### config.mk
export PLATFORM = sky130hd
export DESIGN_NAME = sensor_pair_stream_parser
export DESIGN_NICKNAME = d
export VERILOG_FILES = /design/src/rtl/core/spsp_pkg.sv /design/src/rtl/core/spsp_front.sv /design/src/rtl/core/spsp_queue.sv /design/src/rtl/core/spsp_back.sv /design/src/rtl/core/sensor_pair_stream_parser.sv
export SDC_FILE = /design/constraint.sdc
export NUM_CORES = 1
export LEC_CHECK = 0
export ABC_AREA = 1
export BUFFER_PORTS_ARGS = -buffer_cell sky130_fd_sc_hd__buf_2
export CORE_ASPECT_RATIO = 1.2
export CORE_UTILIZATION = 40
export DETAILED_ROUTE_END_ITERATION = 8
export SLEW_MARGIN = 20
export SYNTH_ARGS = -nofsm -noshare
export SYNTH_HDL_FRONTEND = slang
export SYNTH_SLANG_ARGS = --single-unit
### constraint.sdc
create_clock -name clk_i -period 4.7 [get_ports clk_i]
set_input_delay 0.94 -clock clk_i [delete_from_list [all_inputs] [get_ports clk_i]]
set_output_delay 0.94 -clock clk_i [all_outputs]
set_load 0.005 [all_outputs]
### src/rtl/core/spsp_pkg.sv
// Shared types and constants for the sensor pair stream parser.
// Used by the front classifier, the word queue, the back executor and the top level.
package spsp_pkg;

  localparam int unsigned TIMER_WIDTH_DEF = 16;
  localparam int unsigned QUEUE_DEPTH     = 2;
  localparam int unsigned TIMEOUT_W       = 16;

  localparam logic [TIMEOUT_W-1:0] TIMEOUT_RESET = 16'd2000;

  // Input word kinds
  localparam logic [1:0] KIND_BYTE  = 2'd0;
  localparam logic [1:0] KIND_TICK  = 2'd1;
  localparam logic [1:0] KIND_CLEAR = 2'd2;
  localparam logic [1:0] KIND_PIN   = 2'd3;

  // Configuration register indexes
  localparam logic CFG_TIMEOUT   = 1'b0;
  localparam logic CFG_ACT_LOW   = 1'b1;

  // Stream bytes
  localparam logic [7:0] HDR_BYTE     = 8'd19;
  localparam logic [7:0] LEN_BYTE     = 8'd14;
  localparam logic [7:0] ID_BUMP      = 8'd7;
  localparam logic [7:0] ID_WALL      = 8'd8;
  localparam logic [7:0] ID_CLIFF_L   = 8'd9;
  localparam logic [7:0] ID_CLIFF_FL  = 8'd10;
  localparam logic [7:0] ID_CLIFF_FR  = 8'd11;
  localparam logic [7:0] ID_CLIFF_R   = 8'd12;
  localparam logic [7:0] ID_BUTTONS   = 8'd18;

  // Button bits and latch bits
  localparam logic [7:0] BTN_PLAY = 8'h01;
  localparam logic [7:0] BTN_ADV  = 8'h04;
  localparam logic [2:0] LATCH_PLAY  = 3'h1;
  localparam logic [2:0] LATCH_ADV   = 3'h2;
  localparam logic [2:0] LATCH_BUMP  = 3'h4;

  typedef enum logic [2:0] {
    PH_ID    = 3'b001,
    PH_VALUE = 3'b010,
    PH_SKIP  = 3'b100
  } phase_e;

  typedef enum logic [2:0] {
    OP_IDLE,
    OP_VALUE,
    OP_TICK,
    OP_CLEAR,
    OP_PIN
  } op_e;

  typedef enum logic [2:0] {
    TGT_BUMP,
    TGT_WALL,
    TGT_CLIFF_L,
    TGT_CLIFF_FL,
    TGT_CLIFF_FR,
    TGT_CLIFF_R,
    TGT_BUTTONS
  } tgt_e;

  typedef struct packed {
    op_e        op;
    tgt_e       tgt;
    logic [7:0] data;
    logic       pin;
    logic [2:0] mask;
  } op_t;

endpackage

### src/rtl/core/spsp_front.sv
// Front classifier: tracks the ID/value pairing of the byte stream and turns
// each input word into an operation for the back. Depends on spsp_pkg.
module spsp_front
  import spsp_pkg::*;
(
  input  logic       clk_i,
  input  logic       rst_ni,
  input  logic       take_i,
  input  logic [1:0] kind_i,
  input  logic [7:0] data_byte_i,
  input  logic       pin_level_i,
  input  logic [2:0] clear_mask_i,
  output op_t        op_o
);

  phase_e phase_q, phase_d;
  tgt_e   tgt_q, tgt_d;
  op_e    op;

  always_comb begin
    phase_d = phase_q;
    tgt_d   = tgt_q;
    op      = OP_IDLE;
    case (kind_i)
      KIND_BYTE: begin
        unique case (phase_q)
          PH_VALUE: begin
            op      = OP_VALUE;
            phase_d = PH_ID;
          end
          PH_SKIP: phase_d = PH_ID;
          default: begin
            phase_d = PH_ID;
            unique case (data_byte_i)
              HDR_BYTE: phase_d = PH_SKIP;
              LEN_BYTE: phase_d = PH_ID;
              ID_BUMP: begin
                phase_d = PH_VALUE;
                tgt_d   = TGT_BUMP;
              end
              ID_WALL: begin
                phase_d = PH_VALUE;
                tgt_d   = TGT_WALL;
              end
              ID_CLIFF_L: begin
                phase_d = PH_VALUE;
                tgt_d   = TGT_CLIFF_L;
              end
              ID_CLIFF_FL: begin
                phase_d = PH_VALUE;
                tgt_d   = TGT_CLIFF_FL;
              end
              ID_CLIFF_FR: begin
                phase_d = PH_VALUE;
                tgt_d   = TGT_CLIFF_FR;
              end
              ID_CLIFF_R: begin
                phase_d = PH_VALUE;
                tgt_d   = TGT_CLIFF_R;
              end
              ID_BUTTONS: begin
                phase_d = PH_VALUE;
                tgt_d   = TGT_BUTTONS;
              end
              default: phase_d = PH_ID;
            endcase
          end
        endcase
      end
      KIND_TICK:  op = OP_TICK;
      KIND_CLEAR: op = OP_CLEAR;
      KIND_PIN:   op = OP_PIN;
      default:    op = OP_IDLE;
    endcase
  end

  always_comb begin
    op_o.op   = op;
    op_o.tgt  = tgt_q;
    op_o.data = data_byte_i;
    op_o.pin  = pin_level_i;
    op_o.mask = clear_mask_i;
  end

  always_ff @(posedge clk_i or negedge rst_ni) begin
    if (!rst_ni) begin
      phase_q <= PH_ID;
      tgt_q   <= TGT_BUMP;
    end else if (take_i) begin
      phase_q <= phase_d;
      tgt_q   <= tgt_d;
    end
  end

endmodule

### src/rtl/core/spsp_queue.sv
// Short queue of classified operations between front and back.
// Depends on spsp_pkg for the operation type and depth.
module spsp_queue
  import spsp_pkg::*;
(
  input  logic clk_i,
  input  logic rst_ni,
  input  logic push_i,
  input  op_t  push_op_i,
  output logic full_o,
  input  logic pop_i,
  output logic avail_o,
  output op_t  pop_op_o
);

  localparam int unsigned PtrW = (QUEUE_DEPTH > 1) ? $clog2(QUEUE_DEPTH) : 1;
  localparam int unsigned CntW = $clog2(QUEUE_DEPTH + 1);
  localparam logic [PtrW-1:0] PtrLast = PtrW'(QUEUE_DEPTH - 1);
  localparam logic [CntW-1:0] CntFull = CntW'(QUEUE_DEPTH);

  op_t            entry_q [QUEUE_DEPTH];
  logic [PtrW-1:0] wr_ptr_q, rd_ptr_q;
  logic [CntW-1:0] count_q;

  assign full_o   = (count_q == CntFull);
  assign avail_o  = (count_q != '0);
  assign pop_op_o = entry_q[rd_ptr_q];

  always_ff @(posedge clk_i) begin
    if (push_i) begin
      entry_q[wr_ptr_q] <= push_op_i;
    end
  end

  always_ff @(posedge clk_i or negedge rst_ni) begin
    if (!rst_ni) begin
      wr_ptr_q <= '0;
      rd_ptr_q <= '0;
      count_q  <= '0;
    end else begin
      if (push_i) begin
        wr_ptr_q <= (wr_ptr_q == PtrLast) ? '0 : wr_ptr_q + 1'b1;
      end
      if (pop_i) begin
        rd_ptr_q <= (rd_ptr_q == PtrLast) ? '0 : rd_ptr_q + 1'b1;
      end
      if (push_i && !pop_i) begin
        count_q <= count_q + 1'b1;
      end else if (pop_i && !push_i) begin
        count_q <= count_q - 1'b1;
      end
    end
  end

endmodule

### src/rtl/core/spsp_back.sv
// Back executor: holds the cached sensor state, latches, link timer and the
// configuration registers, and drives the result register. Depends on spsp_pkg.
module spsp_back
  import spsp_pkg::*;
#(
  parameter int unsigned TIMER_WIDTH = TIMER_WIDTH_DEF
) (
  input  logic                 clk_i,
  input  logic                 rst_ni,
  input  logic                 cfg_we_i,
  input  logic                 cfg_idx_i,
  input  logic [TIMEOUT_W-1:0] cfg_data_i,
  input  logic                 avail_i,
  input  op_t                  op_i,
  output logic                 pop_o,
  output logic                 out_valid_o,
  input  logic                 out_stall_i,
  output logic                 bump_left_o,
  output logic                 bump_right_o,
  output logic [3:0]           cliff_flags_o,
  output logic                 wall_seen_o,
  output logic [7:0]           button_bits_o,
  output logic                 play_edge_o,
  output logic                 advance_edge_o,
  output logic                 bumper_event_o,
  output logic                 link_up_o,
  output logic                 value_taken_o
);

  localparam int unsigned CmpW = (TIMER_WIDTH > TIMEOUT_W) ? TIMER_WIDTH : TIMEOUT_W;

  logic [TIMEOUT_W-1:0]   timeout_q;
  logic                   act_low_q;
  logic [1:0]             bump_q, bump_d;
  logic [3:0]             cliff_q, cliff_d;
  logic                   wall_q, wall_d;
  logic [7:0]             btn_q, btn_d;
  logic [2:0]             latch_q, latch_d, shown;
  logic [TIMER_WIDTH-1:0] ms_q, ms_d;
  logic                   seen_q, seen_d;
  logic                   taken, link;
  logic                   nz;
  logic                   out_valid_q;

  // Take the next word when the result register is empty or being drained
  assign pop_o       = avail_i && (!out_valid_q || !out_stall_i);
  assign out_valid_o = out_valid_q;
  assign nz          = (op_i.data != 8'd0);

  always_comb begin
    bump_d  = bump_q;
    cliff_d = cliff_q;
    wall_d  = wall_q;
    btn_d   = btn_q;
    latch_d = latch_q;
    ms_d    = ms_q;
    seen_d  = seen_q;
    taken   = 1'b0;
    case (op_i.op)
      OP_VALUE: begin
        taken  = 1'b1;
        ms_d   = '0;
        seen_d = 1'b1;
        case (op_i.tgt)
          TGT_BUMP:     bump_d     = op_i.data[1:0];
          TGT_WALL:     wall_d     = nz;
          TGT_CLIFF_L:  cliff_d[0] = nz;
          TGT_CLIFF_FL: cliff_d[1] = nz;
          TGT_CLIFF_FR: cliff_d[2] = nz;
          TGT_CLIFF_R:  cliff_d[3] = nz;
          TGT_BUTTONS: begin
            if (((btn_q & BTN_PLAY) == 8'd0) && ((op_i.data & BTN_PLAY) != 8'd0)) begin
              latch_d = latch_d | LATCH_PLAY;
            end
            if (((btn_q & BTN_ADV) == 8'd0) && ((op_i.data & BTN_ADV) != 8'd0)) begin
              latch_d = latch_d | LATCH_ADV;
            end
            btn_d = op_i.data;
          end
          default: ;
        endcase
      end
      OP_TICK: begin
        if (ms_q != '1) begin
          ms_d = ms_q + 1'b1;
        end
      end
      OP_PIN: begin
        if (op_i.pin == !act_low_q) begin
          latch_d = latch_q | LATCH_BUMP;
        end
      end
      default: ;
    endcase
    // Report the latches before a clear drops them
    shown = latch_d;
    if (op_i.op == OP_CLEAR) begin
      latch_d = latch_d & ~op_i.mask;
    end
    link = seen_d && (CmpW'(ms_d) < CmpW'(timeout_q));
  end

  always_ff @(posedge clk_i or negedge rst_ni) begin
    if (!rst_ni) begin
      timeout_q <= TIMEOUT_RESET;
      act_low_q <= 1'b1;
    end else if (cfg_we_i) begin
      unique case (cfg_idx_i)
        CFG_TIMEOUT: timeout_q <= cfg_data_i;
        CFG_ACT_LOW: act_low_q <= cfg_data_i[0];
        default: ;
      endcase
    end
  end

  always_ff @(posedge clk_i or negedge rst_ni) begin
    if (!rst_ni) begin
      bump_q      <= '0;
      cliff_q     <= '0;
      wall_q      <= 1'b0;
      btn_q       <= '0;
      latch_q     <= '0;
      ms_q        <= '0;
      seen_q      <= 1'b0;
      out_valid_q <= 1'b0;
    end else begin
      if (pop_o) begin
        bump_q  <= bump_d;
        cliff_q <= cliff_d;
        wall_q  <= wall_d;
        btn_q   <= btn_d;
        latch_q <= latch_d;
        ms_q    <= ms_d;
        seen_q  <= seen_d;
      end
      if (pop_o) begin
        out_valid_q <= 1'b1;
      end else if (!out_stall_i) begin
        out_valid_q <= 1'b0;
      end
    end
  end

  always_ff @(posedge clk_i) begin
    if (pop_o) begin
      bump_left_o    <= bump_d[1];
      bump_right_o   <= bump_d[0];
      cliff_flags_o  <= cliff_d;
      wall_seen_o    <= wall_d;
      button_bits_o  <= btn_d;
      play_edge_o    <= shown[0];
      advance_edge_o <= shown[1];
      bumper_event_o <= shown[2];
      link_up_o      <= link;
      value_taken_o  <= taken;
    end
  end

endmodule

### src/rtl/core/sensor_pair_stream_parser.sv
// Sensor pair stream parser, top level: front classifier, operation queue, back executor.
// Depends on spsp_pkg, spsp_front, spsp_queue and spsp_back.
//
// Input channel (in_valid_i / in_stall_o): one word per stream byte, millisecond
// tick, latch clear or bumper pin change, selected by kind_i.
// Output channel (out_valid_o / out_stall_i): exactly one result word per input
// word, in order, with the cached sensor state, the edge latches and link status.
// Configuration: cfg_we_i writes the register picked by cfg_idx_i (0 timeout in ms,
// 1 bumper active low) from cfg_data_i; write only while idle.
// Path: an accepted input word is written into the queue; the back then loads it into the
// result register when that register is empty or being drained.
// Throughput: one word per cycle sustained while the receiver does not stall; the back
// retires one queue entry per cycle into the result register when it is not stalled.
// Receiver stall: the result register holds, the two-entry queue fills, and then
// in_stall_o rises until the receiver drains a result.
// Reset: asynchronous, active low; clears the parser, cached state, latches, timer,
// queue and result valid, and loads timeout 2000 ms and bumper active low.
module sensor_pair_stream_parser
  import spsp_pkg::*;
#(
  parameter int unsigned TIMER_WIDTH = TIMER_WIDTH_DEF
) (
  input  logic                 clk_i,
  input  logic                 rst_ni,
  input  logic                 cfg_we_i,
  input  logic                 cfg_idx_i,
  input  logic [TIMEOUT_W-1:0] cfg_data_i,
  input  logic                 in_valid_i,
  output logic                 in_stall_o,
  input  logic [1:0]           kind_i,
  input  logic [7:0]           data_byte_i,
  input  logic                 pin_level_i,
  input  logic [2:0]           clear_mask_i,
  output logic                 out_valid_o,
  input  logic                 out_stall_i,
  output logic                 bump_left_o,
  output logic                 bump_right_o,
  output logic [3:0]           cliff_flags_o,
  output logic                 wall_seen_o,
  output logic [7:0]           button_bits_o,
  output logic                 play_edge_o,
  output logic                 advance_edge_o,
  output logic                 bumper_event_o,
  output logic                 link_up_o,
  output logic                 value_taken_o
);

  logic take, full, avail, pop;
  op_t  push_op, pop_op;

  assign in_stall_o = full;
  assign take       = in_valid_i && !full;

  spsp_front u_front (
    .clk_i        (clk_i),
    .rst_ni       (rst_ni),
    .take_i       (take),
    .kind_i       (kind_i),
    .data_byte_i  (data_byte_i),
    .pin_level_i  (pin_level_i),
    .clear_mask_i (clear_mask_i),
    .op_o         (push_op)
  );

  spsp_queue u_queue (
    .clk_i     (clk_i),
    .rst_ni    (rst_ni),
    .push_i    (take),
    .push_op_i (push_op),
    .full_o    (full),
    .pop_i     (pop),
    .avail_o   (avail),
    .pop_op_o  (pop_op)
  );

  spsp_back #(
    .TIMER_WIDTH (TIMER_WIDTH)
  ) u_back (
    .clk_i          (clk_i),
    .rst_ni         (rst_ni),
    .cfg_we_i       (cfg_we_i),
    .cfg_idx_i      (cfg_idx_i),
    .cfg_data_i     (cfg_data_i),
    .avail_i        (avail),
    .op_i           (pop_op),
    .pop_o          (pop),
    .out_valid_o    (out_valid_o),
    .out_stall_i    (out_stall_i),
    .bump_left_o    (bump_left_o),
    .bump_right_o   (bump_right_o),
    .cliff_flags_o  (cliff_flags_o),
    .wall_seen_o    (wall_seen_o),
    .button_bits_o  (button_bits_o),
    .play_edge_o    (play_edge_o),
    .advance_edge_o (advance_edge_o),
    .bumper_event_o (bumper_event_o),
    .link_up_o      (link_up_o),
    .value_taken_o  (value_taken_o)
  );

endmodule

==> Word-level counts from Yosys, hierarchy flattened <==
Memory sizes are Yosys's and may differ from the RTL's.
Cells that the tools add are included.
{ "word_totals": {"reg_bits": 83, "latchBits": 0, "ramBits": 36, "rom_bits": 0, "in_bits": 36, "out_inout_bits": 22, "n_memories": 1} }
{ "mem_list": {"columns": ["name", "depth", "width", "read_ports", "rd_clocked_by_memory_dff", "write_ports", "line_no", "source"], "rows": [
  ["u_queue.entry_q", 2, 18, 1, 0, 1, "spsp_queue.sv:21", "op_t entry_q [QUEUE_DEPTH];"]
]} }
{ "op_classes": {"addsub": 5, "n_mul": 0, "div_mod_pow": 0, "magnitude_cmp": 1, "eq_ne": 27, "n_shift": 0, "muxes": 34, "bitwise_logic": 4, "reduce_logical": 28} }
{ "op_table": {"columns": ["operator", "n"], "rows": [
  ["$eq A8 B4 Y1 const B", 5],
  ["$pmux W16 S2", 1],
  ["$pmux W3 S7", 1],
  ["$add A16 B1 Y16 const B", 1],
  ["$eq A8 B5 Y1 const B", 2],
  ["$logic_not A8 Y1", 2],
  ["$lt A16 B16 Y1", 1],
  ["$mux W1", 16],
  ["$mux W16", 1],
  ["$mux W8", 2],
  ["$ne A16 B16 Y1 const B", 1],
  ["$eq A3 B2 Y1 const B", 5],
  ["$eq A3 B3 Y1 const B", 5],
  ["$mux W2", 6],
  ["$pmux W3 S2", 2],
  ["$pmux W3 S4", 1],
  ["$mux W3", 3],
  ["$eq A8 B3 Y1 const B", 1],
  ["$reduce_bool A8 Y1", 1],
  ["$logic_and A1 B1 Y1", 7],
  ["$reduce_bool A7 Y1", 1],
  ["$reduce_or A7 Y1", 1],
  ["$eq A2 B2 Y1 const B", 3],
  ["$eq A3 B1 Y1 const B", 2],
  ["other kinds (18)", 28]
]} }

==> Depth between registers and ports, before layout <==
Gate-level depths: netlist of the first run.
{ "depth": {"ltp_word": 8, "depth_mapped": 17, "ltp_nobuf": 17} }

==> Hierarchy <==
From an unflattened synthesis of the first run, not the netlist that was laid out.
{ "hier_totals": {"cells_unflattened": 605, "area_unflattened_um2": 5955.7} }
{ "modules_own_cells": {"columns": ["mod", "n_inst", "cells_each", "area_per_inst_um2", "seq_area_each_um2"], "rows": [
  ["spsp_back", 1, 426, 3723.6, 1935.6],
  ["spsp_queue", 1, 81, 1555.2, 1181.1],
  ["spsp_front", 1, 96, 666.9, 151.4],
  ["sensor_pair_stream_parser", 1, 2, 10.0, 0.0]
]} }

==> Worst setup path after synthesis of the first run <==
Ideal clock, no wire load.
{ "synth_timing": {"path_kind": "register to register", "from": "register u_queue.rd_ptr_q", "to": "register u_back.link_up_o, data pin", "arrival_ps": 2069, "required_ps": 4440, "setup_slack_ps": 2370, "stages_incl_launch_ff": 18, "path_buffers": 0, "synth_period_minus_slack_ps": 2330, "path_cell_list": "dfrtp_1 -> inv_2 -> nand2_1 -> nand2_4 -> nand2_4 -> nor2_8 -> inv_2 -> nor3b_4 -> nand3_1 -> nand3_1 -> o21ai_2 -> ha_1 -> nand2_1 -> inv_1 -> nand3_1 -> a21o_1 -> o2111ai_1 -> a21oi_1"} }
{ "synth_via": {"elab_chain_cells": 5} }
{ "synth_rtl": {"columns": ["element", "line_no", "source"], "rows": [
  ["start: declaration", "spsp_queue.sv:22", "logic [PtrW-1:0] wr_ptr_q, rd_ptr_q;"],
  ["start signal: assignment", "spsp_queue.sv:45", "rd_ptr_q <= (rd_ptr_q == PtrLast) ? '0 : rd_ptr_q + 1'b1;"],
  ["$mem_v2 Z2 W18 *", null, null],
  ["$eq A3 B2 Y1 or $eq A3 B1 Y1 (tied branches)", "spsp_back.sv:59", "case (op_i.op)"],
  ["$pmux W16 S2 *", "spsp_back.sv:59", null],
  ["via u_back.ms_d[14]", "spsp_back.sv:39", "logic [TIMER_WIDTH-1:0] ms_q, ms_d;"],
  ["$lt A16 B16 Y1 *", "spsp_back.sv:100", "link = seen_d && (CmpW'(ms_d) < CmpW'(timeout_q));"],
  ["$logic_and A1 B1 Y1 *", "spsp_back.sv:100", null],
  ["via u_back.link", "spsp_back.sv:41", "logic taken, link;"],
  ["end signal: assignment", "spsp_back.sv:154", "link_up_o <= link;"],
  ["end: declaration", "spsp_back.sv:26", "output logic link_up_o,"]
]} }
The timed path passes the listed nets; every way through them passes the cells marked *.
A chain may end at the register's enable or synchronous reset.

==> Final worst setup path of the first run <==
Ends and elaborated chain as after synthesis.

==> impl_metrics.json, run 1 <==
{
  "synth_compound_area_share_pct": 9.632,
  "whs_endpoint": "u_queue.entry_q[1][12]",
  "setup_viol": 0,
  "drive_gt1_share_pct": 19.94,
  "num_vias": 4201,
  "netlist_instances": 619,
  "status": "finished, final reports clean",
  "place_inst": 840,
  "finalWeightedCongestion": 0.7970,
  "max_freq_mhz": 315.9,
  "crit_type": "reg -> reg",
  "cts_tree": "done",
  "cts_max_level": 4,
  "ctsResizeCount": 0,
  "place_ws_ps": 1554,
  "drt-total-wl_mm": 11.63,
  "ys_seq_area_share_pct": 55.91,
  "synthMuxAreaShare_pct": 1.263,
  "ant_nets": 0,
  "clockRootBuffer": "clkbuf_16",
  "port_buffers": 57,
  "grt-ovfl-total": 0,
  "rrSetupSlack_ps": 1530,
  "synth_area_mm2": 0.005846,
  "final-instance-count-excl-fill": 872,
  "final_util_pct": 47.88,
  "grt_pass1_vias": 4179,
  "initial_utilization_pct": 40.73,
  "dr.pass1.iters": 7,
  "required_ps": 4860,
  "rsz0062_at_grt": "false",
  "maxCapViolations": 0,
  "row_count": 48,
  "clock_latency_ps": 420,
  "cellPowerDensity_mw_per_mm2": 574.4,
  "hp-start": "u_front.tgt_q[0]",
  "grt_pass1_wl_mm": 19.73,
  "ctsHoldBuffers": 0,
  "synthesis.nets": 675,
  "drv_slew": 0,
  "synth_simple_gate_area_share_pct": 21.17,
  "synthFlopType": "edfxtp_1",
  "synth-edff-count": 56,
  "clockBufferDepth": 2,
  "synth.ff_latch_count": 119,
  "mostFrequentLayoutCells": "nand2_1, inv_1, buf_2",
  "hold_depth": 0,
  "core_mm2": 0.01435,
  "cts_setup_buffers": 0,
  "wire_per_inst_um": 13.34,
  "die_w_um": 112.4,
  "synth_cell_type_count": 54,
  "tns_ps": 0,
  "synthXorXnorAreaFrac_pct": 0.7491,
  "hold_class": "reg -> reg",
  "nNetsFinal": 740,
  "leakage_nw": 3.227,
  "fp.dieH_um": 134.4,
  "period_needed_ps": 3165,
  "critPathCaptureType": "flop",
  "grt_max_degree": 46,
  "final_common_cell": "nand2_1",
  "die_area_mm2": 0.01510,
  "ioPinCount": 58,
  "synth_area_per_cell_um2": 9.444,
  "total_power_mw": 3.948,
  "worst_r2r_startpoint": "u_queue.rd_ptr_q",
  "drt_iter0_markers": 142,
  "antenna_found_initial": 0,
  "reg2regPathDepth": 16,
  "clock_skew_ps": 8.666,
  "antenna_cells": 0,
  "synthArstFlopShare_pct": 52.94,
  "ir_drop_mv": 0.2204,
  "dp_hpwl_mm": 8.395,
  "grt_util_all_layers_pct": 17.01,
  "worstSetupStartpointType": "flop",
  "worst_slack_ps": 1535,
  "synth_top_family_by_area": "simple AND/OR/NAND/NOR gates",
  "rr_endpoint": "u_back.link_up_o",
  "clkSlewWorstSetupHoldPaths_ps": 60,
  "arrival_ps": 3330,
  "ys_warn_count": 0,
  "finalCritPeriodShare_pct": 67.34,
  "synth_fa_ha_area_share_pct": 4.281,
  "max_slew_margin_pct": 38.39,
  "tightest_slew_ps": 922.0,
  "post_drt_via_cell_ratio": 4.818,
  "drc": 0,
  "hold_viol": 0,
  "cts_made_buffers": 17,
  "area_growth_pct": 17.57,
  "cts_sinks": 119,
  "worst-path-max-fanout": 20
}
## cell families (layout without fill, tap and decap cells)
kind of cell,after synthesis,after routing
buffers and inverters,99,177
XOR/XNOR,5,5
flip-flops,119,119
AND/OR/NAND/NOR,274,274
adder cells (fa/ha/maj),20,20
multiplexers,7,7
AO/OA/AOI/OAI,95,95
## synth_stat cells, types with 2 or more instances
library cell  count  share of area (%)
a211oi_1          3               0.39
a21oi_1          28                2.4
a31oi_1           3               0.32
buf_1             3               0.19
buf_2             2               0.17
buf_6             4               0.77
clkbuf_1          6               0.39
dfrtp_1          55                 24
dfstp_2           8                3.6
edfxtp_1         56                 29
ha_1             20                4.3
inv_1            78                5.0
inv_2             3               0.19
mux2i_1           6                1.0
nand2_1         167                 11
nand2_2           5               0.54
nand2_4           4               0.77
nand3_1          26                2.2
nand3b_1          2               0.26
nand4_1           2               0.21
nor2_1           48                3.1
nor2_2            3               0.32
nor2_4            2               0.39
nor3_1            4               0.34
nor4_1            2               0.21
o21ai_0          36                3.1
o21ai_1           7               0.60
o21ai_2           7                1.0
xor2_1            4               0.60
## worst max-delay path: stages (launching register included)
cell and delay [ps]:
dfrtp_1 780, inv_2 280, nand2_1 180, nand2_4 100, nor2_8 150, inv_2 70
nor3b_4 240, nand3_1 150, nand3_1 110, o21ai_2 80, ha_1 280, nand2_1 60
inv_1 70, nand3_1 80, a21o_1 160, o2111ai_1 70, a21oi_1 60
## per-layer routing
metal	track usage, %	part of all wire (%)	vias up
met3	4.248	2.7	20
met2	29.43	52	57
met5	0	0	-
li1	-	-	2160
met4	8.444	1.7	0
met1	19.62	43	1964
## state kept, by name, summed over array words and instances (netlist names), 3 cells and up
name,cells
u_back.cliff_q,4
u_front.tgt_q,3
u_queue.entry_q,36
u_back.button_bits_o,8
u_front.phase_q,3
u_back.btn_q,8
u_back.ms_q,16
u_back.timeout_q,16
u_back.cliff_flags_o,4
u_back.latch_q,3
## metrics by stage
stage                     instance area [um^2]  hold slack (ps)
after floorplan                           5846            442.4
after global placement                    6291            454.3
after detailed placement                  6291            463.7
after CTS                                 6873            478.4
after global routing                      6873            498.3
final                                     6873            473.4
## report_power, final
| group | switching [mW] | internal [mW] | total (mW) |
|---|---|---|---|
| sequential | 0.142 | 1.45 | 1.59 |
| clock | 0.478 | 0.784 | 1.26 |
| combinational | 0.733 | 0.361 | 1.09 |
## how the worst max path moves through the flow
stage / from / end / slack (ps) / depth (start not counted)
4_1_cts: u_queue.rd_ptr_q / u_back.link_up_o / 1520 / 16
3_5_place_dp: u_queue.rd_ptr_q / u_back.link_up_o / 1550 / 16
5_1_grt: u_queue.rd_ptr_q / u_back.link_up_o / 1190 / 16
6_report: u_queue.rd_ptr_q / u_back.link_up_o / 1530 / 16
2_1_floorplan: u_queue.rd_ptr_q / u_back.link_up_o / 2370 / 17
3_3_place_gp: u_queue.rd_ptr_q / u_back.link_up_o / 1640 / 16
## layout make-up
class                   count  area, um^2
inverters                  83       312.8
well taps                 175       219.0
fillers                  1300        7481
multi-input cells         401        2168
repair buffers             62       322.8
flip-flops and latches    119        3268
clock buffers              18       429.2
clock inverters            14       152.6
(Power assumes the default switching activity.)
==> run 2: changes to the inputs <==
clock period = 2.6 ns   (was 4.7 ns; I/O delays follow)
==> run 2 against run 1 <==
Effect of this change: clock-buffer cell count decreased by 1; non-clock buffer count rose by 16; largest power group unchanged; final area increased by 2.5%; via count grew 2.2%; final cell count is 1.8% higher.
==> impl_metrics.json, run 2 (synthesis gave the netlist of run 1 again) <==
{
  "status": "finished, final reports clean",
  "ir_drop_mv": 0.5244,
  "worst-path-max-fanout": 7,
  "initial_utilization_pct": 40.73,
  "grt-ovfl-total": 0,
  "antenna_cells": 0,
  "clockBufferDepth": 2,
  "rsz0062_at_grt": "true",
  "top_regs": "u_queue.entry_q: 36 flops, u_back.ms_q: 16 flops, u_back.timeout_q: 16 flops",
  "hold_class": "in -> async",
  "clockRootBuffer": "clkbuf_16",
  "area_growth_pct": 20.46,
  "critPathCaptureType": "flop",
  "largest_reg_flops": 36,
  "die_area_mm2": 0.01510,
  "dp_hpwl_mm": 8.437,
  "drc": 0,
  "cts_made_buffers": 17,
  "fp.dieH_um": 134.4,
  "period_needed_ps": 2545,
  "clkSlewWorstSetupHoldPaths_ps": 60,
  "gr-usage-met1_pct": 20.27,
  "grt_pass1_wl_mm": 19.94,
  "cellPowerDensity_mw_per_mm2": 1028,
  "grt_util_all_layers_pct": 16.92,
  "worst_slack_ps": 54.89,
  "tns_ps": 0,
  "drive_gt1_share_pct": 23.98,
  "required_ps": 2760,
  "grt.busiest_layer": "met2",
  "maxCapViolations": 0,
  "tightest_slew_ps": 892.2,
  "ant_nets": 0,
  "leakage_nw": 3.301,
  "port_buffers": 57,
  "arrival_ps": 2710,
  "crit_type": "reg -> reg",
  "cts_tree": "done",
  "largest_register": "u_queue.entry_q",
  "max_freq_mhz": 392.9,
  "hold_viol": 0,
  "wire_per_inst_um": 13.02,
  "drt_iter0_markers": 171,
  "grt_pass1_vias": 4265,
  "met2_usage_pct": 28.54,
  "dr.pass1.iters": 5,
  "nNetsFinal": 756,
  "place_ws_ps": 2.246,
  "place_inst": 851,
  "finalWeightedCongestion": 0.8077,
  "worstSetupStartpointType": "flop",
  "die_w_um": 112.4,
  "grt_use_met3_pct": 4.428,
  "max_slew_margin_pct": 40.38,
  "clock_skew_ps": 10.28,
  "num_vias": 4294,
  "cts_max_level": 4,
  "cts_sinks": 119,
  "grt_max_degree": 33,
  "ioPinCount": 58,
  "clock_latency_ps": 420,
  "mostFrequentLayoutCells": "nand2_1, inv_1, buf_2",
  "finalCritPeriodShare_pct": 97.89,
  "drt-total-wl_mm": 11.56,
  "final-instance-count-excl-fill": 888,
  "post_drt_via_cell_ratio": 4.836,
  "setup_viol": 0,
  "row_count": 48,
  "final_common_cell": "nand2_1",
  "antenna_found_initial": 0,
  "core_mm2": 0.01435,
  "drv_slew": 0
}
run 2: cell count changes in the layout (fill, tap and decap cells not counted), sizes merged:
| cell | previous run | this run |
|---|---|---|
| bufinv | 2 | 1 |
| clkbuf | 18 | 17 |
| inv | 85 | 89 |
| buf | 62 | 78 |
| clkinv | 9 | 7 |
run 2: final cells by class:
type                    count  area, um^2
well taps                 175       219.0
inverters                  83       315.3
clock inverters            15       141.4
clock buffers              17       425.4
fillers                  1336        7312
multi-input cells         401        2226
flip-flops and latches    119        3272
repair buffers             78       442.9
run 2: repair_timing:
action / in CTS / in global routing
gates resized for setup: 2 / 17
pin swaps: 0 / 8
setup buffers: 0 / 5
hold buffers: 0 / 0
setup endpoints to repair: 1 / 1
hold endpoints to repair: 0 / 0
run 2: critical path: stages, from the launching register on:
cell,delay (ps)
dfrtp_2,450
inv_2,80
nand2_1,100
nand2_4,110
nand2_4,70
nor2_8,160
inv_4,60
nor3b_4,270
nand3_1,160
nand3_1,110
o21ai_2,80
ha_1,290
nand3_2,80
a21o_1,160
o2111ai_2,60
a21oi_1,60
run 2: worst paths after layout:
kind | from | to | slack [ps] | cells after the start
worst max-delay path | u_queue.rd_ptr_q | u_back.link_up_o | 50 | 15
worst min-delay path | rst_ni | u_back.timeout_q[5] | 70 | 1
worst max register to register | u_queue.rd_ptr_q | u_back.link_up_o | 50 | 15
worst min register to register | u_front.tgt_q[2] | u_queue.entry_q[1][14] | 480 | 0
max in group asynchronous | rst_ni | u_front.phase_q[0] | 1810 | 2
min in group clk_i | cfg_idx_i | u_back.act_low_q | 280 | 2
run 2: through the flow:
step	power [mW]	area, um^2	hold slack [ps]	util [%]
CTS	7.267	6947	70.56	48.40
detailed placement	5.007	6374	465.1	44.40
floorplan	4.312	5846	224.4	-
global placement	4.924	6374	456.1	44.40
global route	7.731	7042	98.81	49.06
finish	7.241	7042	66.34	49.06
run 2: metal layers:
layer	vias up	part of all wire, %	routed length [um]
li1	2193	-	-
met1	2012	44	5116
met2	74	50	5814
met3	15	3.3	387
met4	0	2.1	245
met5	-	0	0
run 2: power breakdown:
| part | internal, mW | switching [mW] | total (mW) |
|---|---|---|---|
| logic | 0.755 | 1.42 | 2.18 |
| clock network | 1.33 | 0.900 | 2.23 |
| registers | 2.62 | 0.214 | 2.83 |
| total | 4.71 | 2.53 | 7.24 |
